## src/design/nfcrp_pkg.sv

```systemverilog
`timescale 1ns / 1ps
// ----------------------------------------------------------------------------
// nfcrp_pkg: shared types and constants of the response frame parser
// Word formats, parser phases, end status codes and register indexes.
// ----------------------------------------------------------------------------
package nfcrp_pkg;

  localparam logic [7:0] PREAMBLE_BYTE = 8'h00;
  localparam logic [7:0] START_BYTE    = 8'hFF;
  localparam logic [7:0] MIN_LENGTH    = 8'd2;   // TFI and CMD

  localparam logic [7:0] EXPECTED_CODE_RST    = 8'd0;
  localparam logic [7:0] DIRECTION_CODE_RST   = 8'd213;
  localparam logic [7:0] PAYLOAD_CAPACITY_RST = 8'd255;

  typedef enum logic [1:0] {
    CFG_EXPECTED_CODE    = 2'd0,
    CFG_DIRECTION_CODE   = 2'd1,
    CFG_PAYLOAD_CAPACITY = 2'd2
  } cfg_idx_t;

  typedef enum logic [3:0] {
    PH_IDLE   = 4'd0,
    PH_PRE1   = 4'd1,
    PH_START2 = 4'd2,
    PH_LEN    = 4'd3,
    PH_LCS    = 4'd4,
    PH_TFI    = 4'd5,
    PH_CMD    = 4'd6,
    PH_DATA   = 4'd7,
    PH_DCS    = 4'd8,
    PH_POST   = 4'd9
  } phase_t;

  typedef enum logic [1:0] {
    ST_OK      = 2'd0,
    ST_INVALID = 2'd1,
    ST_NOSPACE = 2'd2
  } status_t;

  typedef struct packed {
    logic [7:0] rx_byte;
    logic       frame_start;
  } in_word_t;

  typedef struct packed {
    logic       payload_valid;
    logic [7:0] payload_byte;
    logic [7:0] payload_index;
    logic       frame_done;
    logic [1:0] frame_status;
    logic [7:0] payload_length;
  } out_word_t;

  typedef struct packed {
    logic [7:0] expected_code;
    logic [7:0] direction_code;
    logic [7:0] payload_capacity;
  } cfg_t;

endpackage

```

## src/design/nfcrp_if.sv

```systemverilog
`timescale 1ns / 1ps
// ----------------------------------------------------------------------------
// nfcrp_if: valid/ready channels of the response frame parser
// Input channel carries received bytes, output channel carries results.
// ----------------------------------------------------------------------------
interface nfcrp_in_if;
  logic                valid;
  logic                ready;
  nfcrp_pkg::in_word_t data;

  modport source (output valid, output data, input ready);
  modport sink   (input valid, input data, output ready);
endinterface

interface nfcrp_out_if;
  logic                 valid;
  logic                 ready;
  nfcrp_pkg::out_word_t data;

  modport source (output valid, output data, input ready);
  modport sink   (input valid, input data, output ready);
endinterface

```

## src/design/nfcrp_response_frame_parser_unit.sv

```systemverilog
`timescale 1ns / 1ps
// A result word is registered and appears on the output in the cycle after its byte is taken.
// Throughput: one byte per cycle; the parser state machine handles each byte
// as it is taken, and a new byte is taken in the same cycle that a waiting
// result word leaves. While a result word is stalled, no byte is taken.
// Reset (rst_n low, synchronous): parser idle, output empty, registers back to
// expected code 0, direction code 213, payload capacity 255.
// ----------------------------------------------------------------------------
// nfc_response_frame_parser_unit: information frame parser, top level
// Configuration registers, byte handshake, parser and output register.
// ----------------------------------------------------------------------------
module nfc_response_frame_parser_unit (
  input  logic        clk,
  input  logic        rst_n,
  nfcrp_in_if.sink    in_ch,
  nfcrp_out_if.source out_ch,
  input  logic        cfg_we,
  input  logic [1:0]  cfg_idx,
  input  logic [7:0]  cfg_wdata
);
  import nfcrp_pkg::*;

  cfg_t      cfg_r;
  logic      out_valid_r;
  out_word_t out_word_r;
  logic      in_ready;
  logic      take;
  logic      res_valid;
  out_word_t res;

  assign in_ready     = !out_valid_r || out_ch.ready;
  assign take         = in_ch.valid && in_ready;
  assign in_ch.ready  = in_ready;
  assign out_ch.valid = out_valid_r;
  assign out_ch.data  = out_word_r;

  always_ff @(posedge clk) begin
    if (!rst_n) begin
      cfg_r.expected_code    <= EXPECTED_CODE_RST;
      cfg_r.direction_code   <= DIRECTION_CODE_RST;
      cfg_r.payload_capacity <= PAYLOAD_CAPACITY_RST;
    end else if (cfg_we) begin
      unique case (cfg_idx)
        CFG_EXPECTED_CODE:    cfg_r.expected_code    <= cfg_wdata;
        CFG_DIRECTION_CODE:   cfg_r.direction_code   <= cfg_wdata;
        CFG_PAYLOAD_CAPACITY: cfg_r.payload_capacity <= cfg_wdata;
        default:              cfg_r                  <= cfg_r;
      endcase
    end
  end

  nfcrp_parser u_parser (
    .clk       (clk),
    .rst_n     (rst_n),
    .step      (take),
    .word      (in_ch.data),
    .cfg       (cfg_r),
    .res_valid (res_valid),
    .res       (res)
  );

  always_ff @(posedge clk) begin
    if (!rst_n) begin
      out_valid_r <= 1'b0;
    end else if (take) begin
      out_valid_r <= res_valid;
    end else if (out_ch.ready) begin
      out_valid_r <= 1'b0;
    end
  end

  // result word payload, no reset needed
  always_ff @(posedge clk) begin
    if (take && res_valid) begin
      out_word_r <= res;
    end
  end

  a_result_lands: assert property (@(posedge clk) disable iff (!rst_n)
    take && res_valid |=> out_valid_r && out_word_r == $past(res))
    else $error("result word not registered");

  a_stall_blocks_input: assert property (@(posedge clk) disable iff (!rst_n)
    out_valid_r && !out_ch.ready |-> !in_ch.ready)
    else $error("input taken while result word stalled");

  a_cfg_write: assert property (@(posedge clk) disable iff (!rst_n)
    cfg_we && cfg_idx == CFG_DIRECTION_CODE |=> cfg_r.direction_code == $past(cfg_wdata))
    else $error("direction code write lost");

endmodule

```

## src/design/nfcrp_parser.sv

```systemverilog
`timescale 1ns / 1ps
// ----------------------------------------------------------------------------
// nfcrp_parser: byte-wise frame parser state machine
// Updates the parse state on each accepted byte and computes its result.
// ----------------------------------------------------------------------------
module nfcrp_parser (
  input  logic                 clk,
  input  logic                 rst_n,
  input  logic                 step,
  input  nfcrp_pkg::in_word_t  word,
  input  nfcrp_pkg::cfg_t      cfg,
  output logic                 res_valid,
  output nfcrp_pkg::out_word_t res
);
  import nfcrp_pkg::*;

  phase_t     phase_r, phase_nxt;
  logic [7:0] remaining_r, remaining_nxt;
  logic [7:0] length_r, length_nxt;
  logic [7:0] sum_r, sum_nxt;
  logic       drain_r, drain_nxt;
  logic [7:0] index_r, index_nxt;

  logic [7:0] b;
  logic [7:0] plen;
  logic [7:0] rem_dec;
  logic       lcs_bad;
  logic       dcs_bad;

  assign b       = word.rx_byte;
  assign plen    = length_r - MIN_LENGTH;
  assign rem_dec = remaining_r - 8'd1;
  assign lcs_bad = ((length_r + b) != 8'd0) || (length_r < MIN_LENGTH);
  assign dcs_bad = !drain_r && ((sum_r + b) != 8'd0);

  // next state
  always_comb begin
    phase_nxt     = phase_r;
    remaining_nxt = remaining_r;
    length_nxt    = length_r;
    sum_nxt       = sum_r;
    drain_nxt     = drain_r;
    index_nxt     = index_r;
    if (word.frame_start) begin
      remaining_nxt = 8'd0;
      length_nxt    = 8'd0;
      sum_nxt       = 8'd0;
      drain_nxt     = 1'b0;
      index_nxt     = 8'd0;
      phase_nxt     = (b != PREAMBLE_BYTE) ? PH_IDLE : PH_PRE1;
    end else begin
      unique case (phase_r)
        PH_IDLE:   phase_nxt = PH_IDLE;
        PH_PRE1:   phase_nxt = (b != PREAMBLE_BYTE) ? PH_IDLE : PH_START2;
        PH_START2: phase_nxt = (b != START_BYTE) ? PH_IDLE : PH_LEN;
        PH_LEN: begin
          length_nxt = b;
          phase_nxt  = PH_LCS;
        end
        PH_LCS:    phase_nxt = lcs_bad ? PH_IDLE : PH_TFI;
        PH_TFI:    phase_nxt = (b != cfg.direction_code) ? PH_IDLE : PH_CMD;
        PH_CMD: begin
          if (b != cfg.expected_code) begin
            phase_nxt = PH_IDLE;
          end else begin
            drain_nxt     = plen > cfg.payload_capacity;
            sum_nxt       = cfg.direction_code + cfg.expected_code;
            remaining_nxt = plen;
            index_nxt     = 8'd0;
            phase_nxt     = (plen == 8'd0) ? PH_DCS : PH_DATA;
          end
        end
        PH_DATA: begin
          remaining_nxt = rem_dec;
          if (rem_dec == 8'd0) phase_nxt = PH_DCS;
          if (!drain_r) begin
            sum_nxt   = sum_r + b;
            index_nxt = index_r + 8'd1;
          end
        end
        PH_DCS:    phase_nxt = dcs_bad ? PH_IDLE : PH_POST;
        PH_POST:   phase_nxt = PH_IDLE;
        default:   phase_nxt = PH_IDLE;
      endcase
    end
  end

  // result of the byte
  always_comb begin
    res_valid = 1'b0;
    res       = '0;
    if (word.frame_start) begin
      if (b != PREAMBLE_BYTE) begin
        res_valid        = 1'b1;
        res.frame_done   = 1'b1;
        res.frame_status = ST_INVALID;
      end
    end else begin
      unique case (phase_r)
        PH_PRE1: begin
          res_valid = (b != PREAMBLE_BYTE);
        end
        PH_START2: begin
          res_valid = (b != START_BYTE);
        end
        PH_LCS: begin
          res_valid = lcs_bad;
        end
        PH_TFI: begin
          res_valid = (b != cfg.direction_code);
        end
        PH_CMD: begin
          res_valid = (b != cfg.expected_code);
        end
        PH_DCS: begin
          res_valid = dcs_bad;
        end
        default: begin
          res_valid = 1'b0;
        end
      endcase
      if (res_valid) begin
        res.frame_done   = 1'b1;
        res.frame_status = ST_INVALID;
      end
      if (phase_r == PH_DATA && !drain_r) begin
        res_valid         = 1'b1;
        res.payload_valid = 1'b1;
        res.payload_byte  = b;
        res.payload_index = index_r;
      end
      if (phase_r == PH_POST) begin
        res_valid        = 1'b1;
        res.frame_done   = 1'b1;
        res.frame_status = drain_r ? ST_NOSPACE : ST_OK;
        res.payload_length = drain_r ? 8'd0 : plen;
      end
    end
  end

  always_ff @(posedge clk) begin
    if (!rst_n) begin
      phase_r     <= PH_IDLE;
      remaining_r <= 8'd0;
      length_r    <= 8'd0;
      sum_r       <= 8'd0;
      drain_r     <= 1'b0;
      index_r     <= 8'd0;
    end else if (step) begin
      phase_r     <= phase_nxt;
      remaining_r <= remaining_nxt;
      length_r    <= length_nxt;
      sum_r       <= sum_nxt;
      drain_r     <= drain_nxt;
      index_r     <= index_nxt;
    end
  end

  a_payload_only_in_data: assert property (@(posedge clk) disable iff (!rst_n)
    step && res_valid && res.payload_valid |-> phase_r == PH_DATA && !drain_r)
    else $error("payload word outside data phase");

  a_done_goes_idle: assert property (@(posedge clk) disable iff (!rst_n)
    step && res_valid && res.frame_done |=> phase_r == PH_IDLE)
    else $error("parser not idle after frame end");

  a_ok_only_from_post: assert property (@(posedge clk) disable iff (!rst_n)
    step && res_valid && res.frame_done && res.frame_status == ST_OK
      |-> phase_r == PH_POST && !word.frame_start)
    else $error("ok status outside postamble");

endmodule

```

## src/flat_wrapper.sv

```systemverilog
// flat-port wrapper written by rule: the top's interface ports become plain ports
module nfc_response_frame_parser_unit_flat import nfcrp_pkg::*;
  (clk, rst_n, cfg_we, cfg_idx, cfg_wdata, in_ch_valid, in_ch_data, in_ch_ready, out_ch_valid, out_ch_data, out_ch_ready);
  nfcrp_in_if in_ch_i ();
  nfcrp_out_if out_ch_i ();
  input  logic clk;
  input  logic rst_n;
  input  logic cfg_we;
  input  logic [1:0] cfg_idx;
  input  logic [7:0] cfg_wdata;
  input wire logic [$bits(in_ch_i.valid)-1:0] in_ch_valid;
  input wire logic [$bits(in_ch_i.data)-1:0] in_ch_data;
  output wire logic [$bits(in_ch_i.ready)-1:0] in_ch_ready;
  output wire logic [$bits(out_ch_i.valid)-1:0] out_ch_valid;
  output wire logic [$bits(out_ch_i.data)-1:0] out_ch_data;
  input wire logic [$bits(out_ch_i.ready)-1:0] out_ch_ready;
  assign in_ch_i.valid = in_ch_valid;
  assign in_ch_i.data = in_ch_data;
  assign in_ch_ready = in_ch_i.ready;
  assign out_ch_valid = out_ch_i.valid;
  assign out_ch_data = out_ch_i.data;
  assign out_ch_i.ready = out_ch_ready;
  nfc_response_frame_parser_unit u_core (.clk(clk), .rst_n(rst_n), .in_ch(in_ch_i), .out_ch(out_ch_i), .cfg_we(cfg_we), .cfg_idx(cfg_idx), .cfg_wdata(cfg_wdata));
endmodule
```

## config.mk

```make
export PLATFORM = sky130hd
export DESIGN_NAME = nfc_response_frame_parser_unit_flat
export DESIGN_NICKNAME = d
export VERILOG_FILES = /design/src/design/nfcrp_pkg.sv /design/src/design/nfcrp_if.sv /design/src/design/nfcrp_response_frame_parser_unit.sv /design/src/design/nfcrp_parser.sv /design/src/flat_wrapper.sv
export SDC_FILE = /design/constraint.sdc
export NUM_CORES = 1
export LEC_CHECK = 0
export BUFFER_PORTS_ARGS = -buffer_cell sky130_fd_sc_hd__buf_2
export CAP_MARGIN = 30
export CORE_MARGIN = 3
export CORE_UTILIZATION = 64
export DETAILED_ROUTE_END_ITERATION = 10
export PLACE_DENSITY = 0.87
export SYNTH_ARGS = -nofsm -noshare
export SYNTH_HDL_FRONTEND = slang
export SYNTH_SLANG_ARGS = --single-unit
```

## constraint.sdc

```tcl
create_clock -name clk -period 10 [get_ports clk]
set_input_delay 0 -clock clk [delete_from_list [all_inputs] [get_ports clk]]
set_output_delay 0 -clock clk [all_outputs]
set_load 0.03 [all_outputs]
```

==> results.toml, run 1 <==
[worst_hold_path]
hp-class = "in2reg"
worstHoldStart = "rst_n"

[cts]
numCtsBuffers = 9
clock_latency_ns = 0.37
clkTransAtPathRegs_ns = 0.10
clock-sinks = 90
cts_setup_buffers = 0
cts_buffer_depth = 2
cts_tree = "built"
root_buffer = "clkbuf_8"
cts_max_level = 3

[timing]
final_hold_viol_count = 0
period_needed_ns = 3.458
worst_pin_slew_ns = 1.055
setup_viol = 0
finalCritPeriodShare = 0.3458
fmax_ghz = 0.2892
max-slew-margin-rel = 0.2922
rsz0062_at_grt = "no"
layout_setup_ws_ns = 6.542
holdWs_ns = 0.07202
slew_violations = 0
fin_setup_tns_ns = 0
clock_skew_ns = 0.01279

[grt]
antenna_found_initial = 0
grt_pass1_wl_um = 22420
grt_pass1_vias = 4634
grt_max_degree = 40
grt_use_total = 0.2861
overflow = 0

[drt]
viasPerCell = 6.332
drc = 0
drtIter0Drc = 444
dr.pass1.iters = 6
wl_per_cell_um = 17.41
vias = 4895
ant_nets = 0
routed_wl_um = 13460

[synthesis]
yosys.area_share.simple = 0.2254
async_reset_ff_frac = 0
yosysWarnings = 0
synth_top_family_by_area = "simple AND/OR/NAND/NOR gates"
synthXorXnorAreaFrac = 0.06613
synth-seq-cells = 90
synth_area_per_cell_sq_um = 8.756
synth_seq_area_share = 0.3847
synth_cell_type_count = 66
synth_edf_count = 28
synth_compound_area_frac = 0.1690
yosysTopAreaCell = "dfxtp_1"
synth_fa_ha_area_frac = 0.08740
synth_mux_area_frac = 0.02405
netlist_top_cells_area = "dfxtp_1 23%, edfxtp_1 16%, ha_1 7.6%"
ys.flop_type = "dfxtp_1"
syn_nets = 678
synth.top_cell.area_share = 0.2294
synthCells = 618
synth.cell_area_sq_mm = 0.005411

[worst_setup_path]
startpoint = "u_core.u_parser.sum_r[0]"
crit_slowest_cell = "fa_1"
crit_type = "reg2reg"
cp_num_buf_inv = 1
cp.arrival_ns = 3.54
slowest_delay_ns = 0.46
cpLargestDelayFamily = "compound AO/OA/AOI/OAI gates"
crit_path_cell_trace = "ha_1, fa_1, a211oi_2, nor4b_1, or3b_1, o41ai_2, o22ai_1, nor2_1, a311oi_4, buf_4"
worstPathMaxFanout = 28
crit_required_ns = 10.09
cp-start-kind = "flop"
reg2reg_from = "u_core.u_parser.sum_r[0]"
crit_path_end_kind = "flop"

[cells_and_area]
antenna_cells = 0
fin_nets = 726
final_common_cell = "nor2_1"
area_growth_pct = 11.31
nFillCells = 598
ff_latch_area_sq_mm = 0.002082
drive_above_1_share = 0.1252
layout_common_cells = "74 x nor2_1, 62 x dfxtp_1, 53 x buf_2, 49 x a21oi_1, 46 x nand2_1"
multi_input_area_sq_mm = 0.003113

[status]
status = "finished clean"

[floorplanning]
initial_utilization = 0.6792
dieArea_sq_mm = 0.009595
die_width_um = 97.96
die_height_um = 97.96
ios = 54
core-area_sq_mm = 0.007968
std_cell_rows = 32

[place]
io_buffers = 53
gp_congestion = 0.9894
dp_slack_ns = 6.632
dp_hpwl_um = 9681

[power]
leakagePower_nw = 2.473
power_density_mw_per_mm2 = 133.0
p_total_w = 0.0008014
ir_worst_vdd_mv = 0.09790

[flow_run]
drv_cap = 0
## synth_stat cells (4+ instances only)
cell / count
nor2_1: 74
dfxtp_1: 62
a21oi_1: 49
nand2_1: 46
ha_1: 33
edfxtp_1: 28
inv_1: 28
o21ai_0: 24
clkbuf_1: 22
and3_1: 21
xnor2_1: 21
nand3_1: 20
xor2_1: 18
nor3_1: 17
o211ai_1: 15
mux2i_1: 13
nor3b_1: 12
nor4_1: 10
nand2b_1: 8
nand4_1: 8
a21o_1: 5
and2_1: 5
a31oi_1: 4
nor2b_1: 4
or3_1: 4
## worst paths after layout
| path | to | slack, ns | depth (start not counted) |
|---|---|---|---|
| setup reg to reg | u_core.out_ch.data[21] | 6.54 | 10 |
| setup / recovery | u_core.out_ch.data[21] | 6.54 | 10 |
| hold / removal | u_core.cfg_r[10] | 0.07 | 2 |
| hold reg to reg | u_core.u_parser.sum_r[5] | 0.49 | 2 |
## timing repair
| action | 4_1_cts | 5_1_grt |
|---|---|---|
| resized for setup | 0 | 0 |
| endpoints found under the hold margin | 25 | 0 |
| hold buffers | 9 | 0 |
## worst register-to-register path, stage by stage (launching register included)
cell,delay (ns)
dfxtp_1,0.32
ha_1,0.21
fa_1,0.46
a211oi_2,0.36
nor4b_1,0.10
or3b_1,0.40
o41ai_2,0.46
o22ai_1,0.16
nor2_1,0.29
a311oi_4,0.14
buf_4,0.27
## state kept, by name, indices dropped and copies added, names as in the netlist
signal,cells
u_core.u_parser.index_r,8
u_core.out_ch.valid,1
u_core.u_parser.drain_r,1
u_core.out_ch.data,28
u_core.u_parser.phase_r,4
u_core.u_parser.remaining_r,8
u_core.u_parser.sum_r,8
u_core.cfg_r,24
u_core.u_parser.length_r,8
## report_power, final
group          leakage [nW]  switching, W  internal [W]  total (W)
logic                  1.60     0.0000822     0.0000485   0.000131
registers             0.776    0.00000873      0.000387   0.000396
clock network         0.102      0.000133      0.000142   0.000275
## cell families after synthesis
family | Yosys count
simple gates | 244
compound gates | 139
flops | 90
buf+inv | 56
xor+xnor | 40
fa+ha+maj | 36
mux | 13
## layout make-up
class,count,share of cell area
clock buffer,10,0.02119
timing repair buffer,65,0.06273
inverter,28,0.01745
clock inverter,6,0.01496
sequential,90,0.3457
tap,102,0.02119
multi-input combinational,472,0.5168
## metal layers
layer	part of all wire	track usage	wire length, um	up-vias
met5	0	0	0	-
met4	0.026	0.1054	348	0
met3	0.073	0.07000	978	39
met2	0.48	0.4660	6466	223
met1	0.42	0.3698	5665	2299
li1	-	-	-	2334
## metrics by stage
step                cells  instance area [sq um]  utilization
global route          773                   6023       0.7560
CTS                   773                   6023       0.7560
global placement      748                   5715       0.7173
detailed placement    748                   5715       0.7173
floorplan             618                   5411            -
finish                773                   6023       0.7560
Power figures use the tool's default switching activity.
==> inputs of run 2 (changes only) <==
--- a/config.mk
+++ b/config.mk
@@ -8,9 +8,9 @@
 export BUFFER_PORTS_ARGS = -buffer_cell sky130_fd_sc_hd__buf_2
 export CAP_MARGIN = 30
 export CORE_MARGIN = 3
-export CORE_UTILIZATION = 64
+export CORE_UTILIZATION = 60
 export DETAILED_ROUTE_END_ITERATION = 10
-export PLACE_DENSITY = 0.87
+export PLACE_DENSITY = 0.83
 export SYNTH_ARGS = -nofsm -noshare
 export SYNTH_HDL_FRONTEND = slang
 export SYNTH_SLANG_ARGS = --single-unit
==> constraint.sdc (replaced) <==
create_clock -name clk -period 3.2 [get_ports clk]
set_input_delay 0 -clock clk [delete_from_list [all_inputs] [get_ports clk]]
set_output_delay 0 -clock clk [all_outputs]
set_load 0.03 [all_outputs]
==> run 2 against run 1 <==
  * Register-to-register slack worse by 6.4 ns
  * Clock power rose to 2.6 times the previous value
  * Worst hold slack worse by 0.011 ns
  * Sequential power grew to 3.1 times the previous value
  * Sequential cell count is the same
  * Die area is 6.3% higher
==> results.toml, run 2 (same netlist as run 1, synthesis figures left out) <==
[drt]
vias = 4967
dr.pass1.iters = 5
routed_wl_um = 14330
wl_per_cell_um = 18.12
drtIter0Drc = 396
drc = 0
ant_nets = 0
viasPerCell = 6.279

[timing]
fmax_ghz = 0.3270
holdWs_ns = 0.06060
period_needed_ns = 3.058
fin_setup_tns_ns = 0
max-slew-margin-rel = 0.3134
rsz0062_at_grt = "no"
final_hold_viol_count = 0
slew_violations = 0
clock_skew_ns = 0.01019
setup_viol = 0
worst_pin_slew_ns = 1.023
finalCritPeriodShare = 0.9555

[worst_setup_path]
crit_slowest_cell = "fa_1"
worstPathMaxFanout = 10
crit_path_cell_trace = "ha_1, fa_1, a211oi_2, nor4b_1, or3b_1, o41ai_4, o22ai_2, nor2_2, a311oi_4, buf_4"
crit_required_ns = 3.33
cp_num_buf_inv = 1
cp-start-kind = "flop"
crit_type = "reg2reg"
cp.arrival_ns = 3.19
crit_path_end_kind = "flop"
rrSetupSlack_ns = 0.14
cpLargestDelayFamily = "compound AO/OA/AOI/OAI gates"
slowest_delay_ns = 0.44

[floorplanning]
std_cell_rows = 34
initial_utilization = 0.6205
die_height_um = 101.0
core-area_sq_mm = 0.008721
ios = 54
die_width_um = 101.0
dieArea_sq_mm = 0.01019

[cells_and_area]
nFillCells = 672
finish.utilization = 0.7000
area_growth_pct = 12.81
ff_latch_area_sq_mm = 0.002082
stdcell_area_sq_mm = 0.006105
drive_above_1_share = 0.1449
final_common_cell = "nor2_1"
largest_reg_flops = 28
fin_nets = 738
multi_input_area_sq_mm = 0.003133
layout_common_cells = "73 x nor2_1, 62 x dfxtp_1, 53 x buf_2, 49 x a21oi_1, 46 x nand2_1"
finalNonFillerCells = 791
antenna_cells = 0

[cts]
clock-sinks = 90
clock_latency_ns = 0.37
cts_buffer_depth = 2
cts_max_level = 3
clkTransAtPathRegs_ns = 0.09
numCtsBuffers = 9
root_buffer = "clkbuf_8"
cts_tree = "built"
cts_setup_buffers = 0

[worst_hold_path]
hp-class = "in2reg"

[power]
ir_worst_vdd_mv = 0.3073
leakagePower_nw = 2.537
power_density_mw_per_mm2 = 388.6

[flow_run]
drv_cap = 0

[place]
postPlaceCellArea_sq_mm = 0.005826
io_buffers = 53
dp_hpwl_um = 10220
dp.cells = 766
gp_congestion = 0.9422

[grt]
grt_use_total = 0.2879
grt_pass1_vias = 4730
grt_max_degree = 31
grt_pass1_wl_um = 23270
antenna_found_initial = 0
overflow = 0

[status]
status = "finished clean"
-- run 2: timing repair --
item                                    in CTS  in global routing
endpoints found under the setup margin       0                 30
endpoints found under the hold margin       25                  0
hold buffers                                 9                  0
gates resized for setup                      0                  3
-- run 2: stage by stage --
stage / total power [W] / setup slack, ns
after floorplan: 0.001544 / 0.01189
after detailed placement: 0.001673 / 0.09434
after CTS: 0.002368 / 0.03052
after global routing: 0.002461 / 0.01127
final: 0.002372 / 0.1423
after global placement: 0.001656 / 0.08645
-- run 2: report_power, final --
part / internal, W / switching [W] / total, W
logic: 0.000161 / 0.000272 / 0.000433
clock network: 0.000284 / 0.000419 / 0.000703
registers: 0.00121 / 0.0000258 / 0.00124
-- run 2: layer usage --
metal | routed length [um] | global-route usage | part of all wire
met5 | 0 | 0 | 0
met4 | 410 | 0.1002 | 0.029
met3 | 997 | 0.05536 | 0.070
met2 | 6848 | 0.4663 | 0.48
met1 | 6074 | 0.3854 | 0.42
-- run 2: final timing paths --
check,end,from,cells after the start
setup / recovery,u_core.out_ch.data[6],u_core.u_parser.sum_r[0],10
hold / removal,u_core.cfg_r[12],rst_n,2
setup reg to reg,u_core.out_ch.data[6],u_core.u_parser.sum_r[0],10
hold reg to reg,u_core.cfg_r[11],u_core.cfg_r[11],2
-- run 2: cell type report --
cell class,instances,area share
multi-input cells,472,0.5132
flip-flops and latches,90,0.3411
repair buffers,77,0.07870
well taps,108,0.02214
clock buffers,10,0.02091
inverters,28,0.01722
clock inverters,6,0.006764
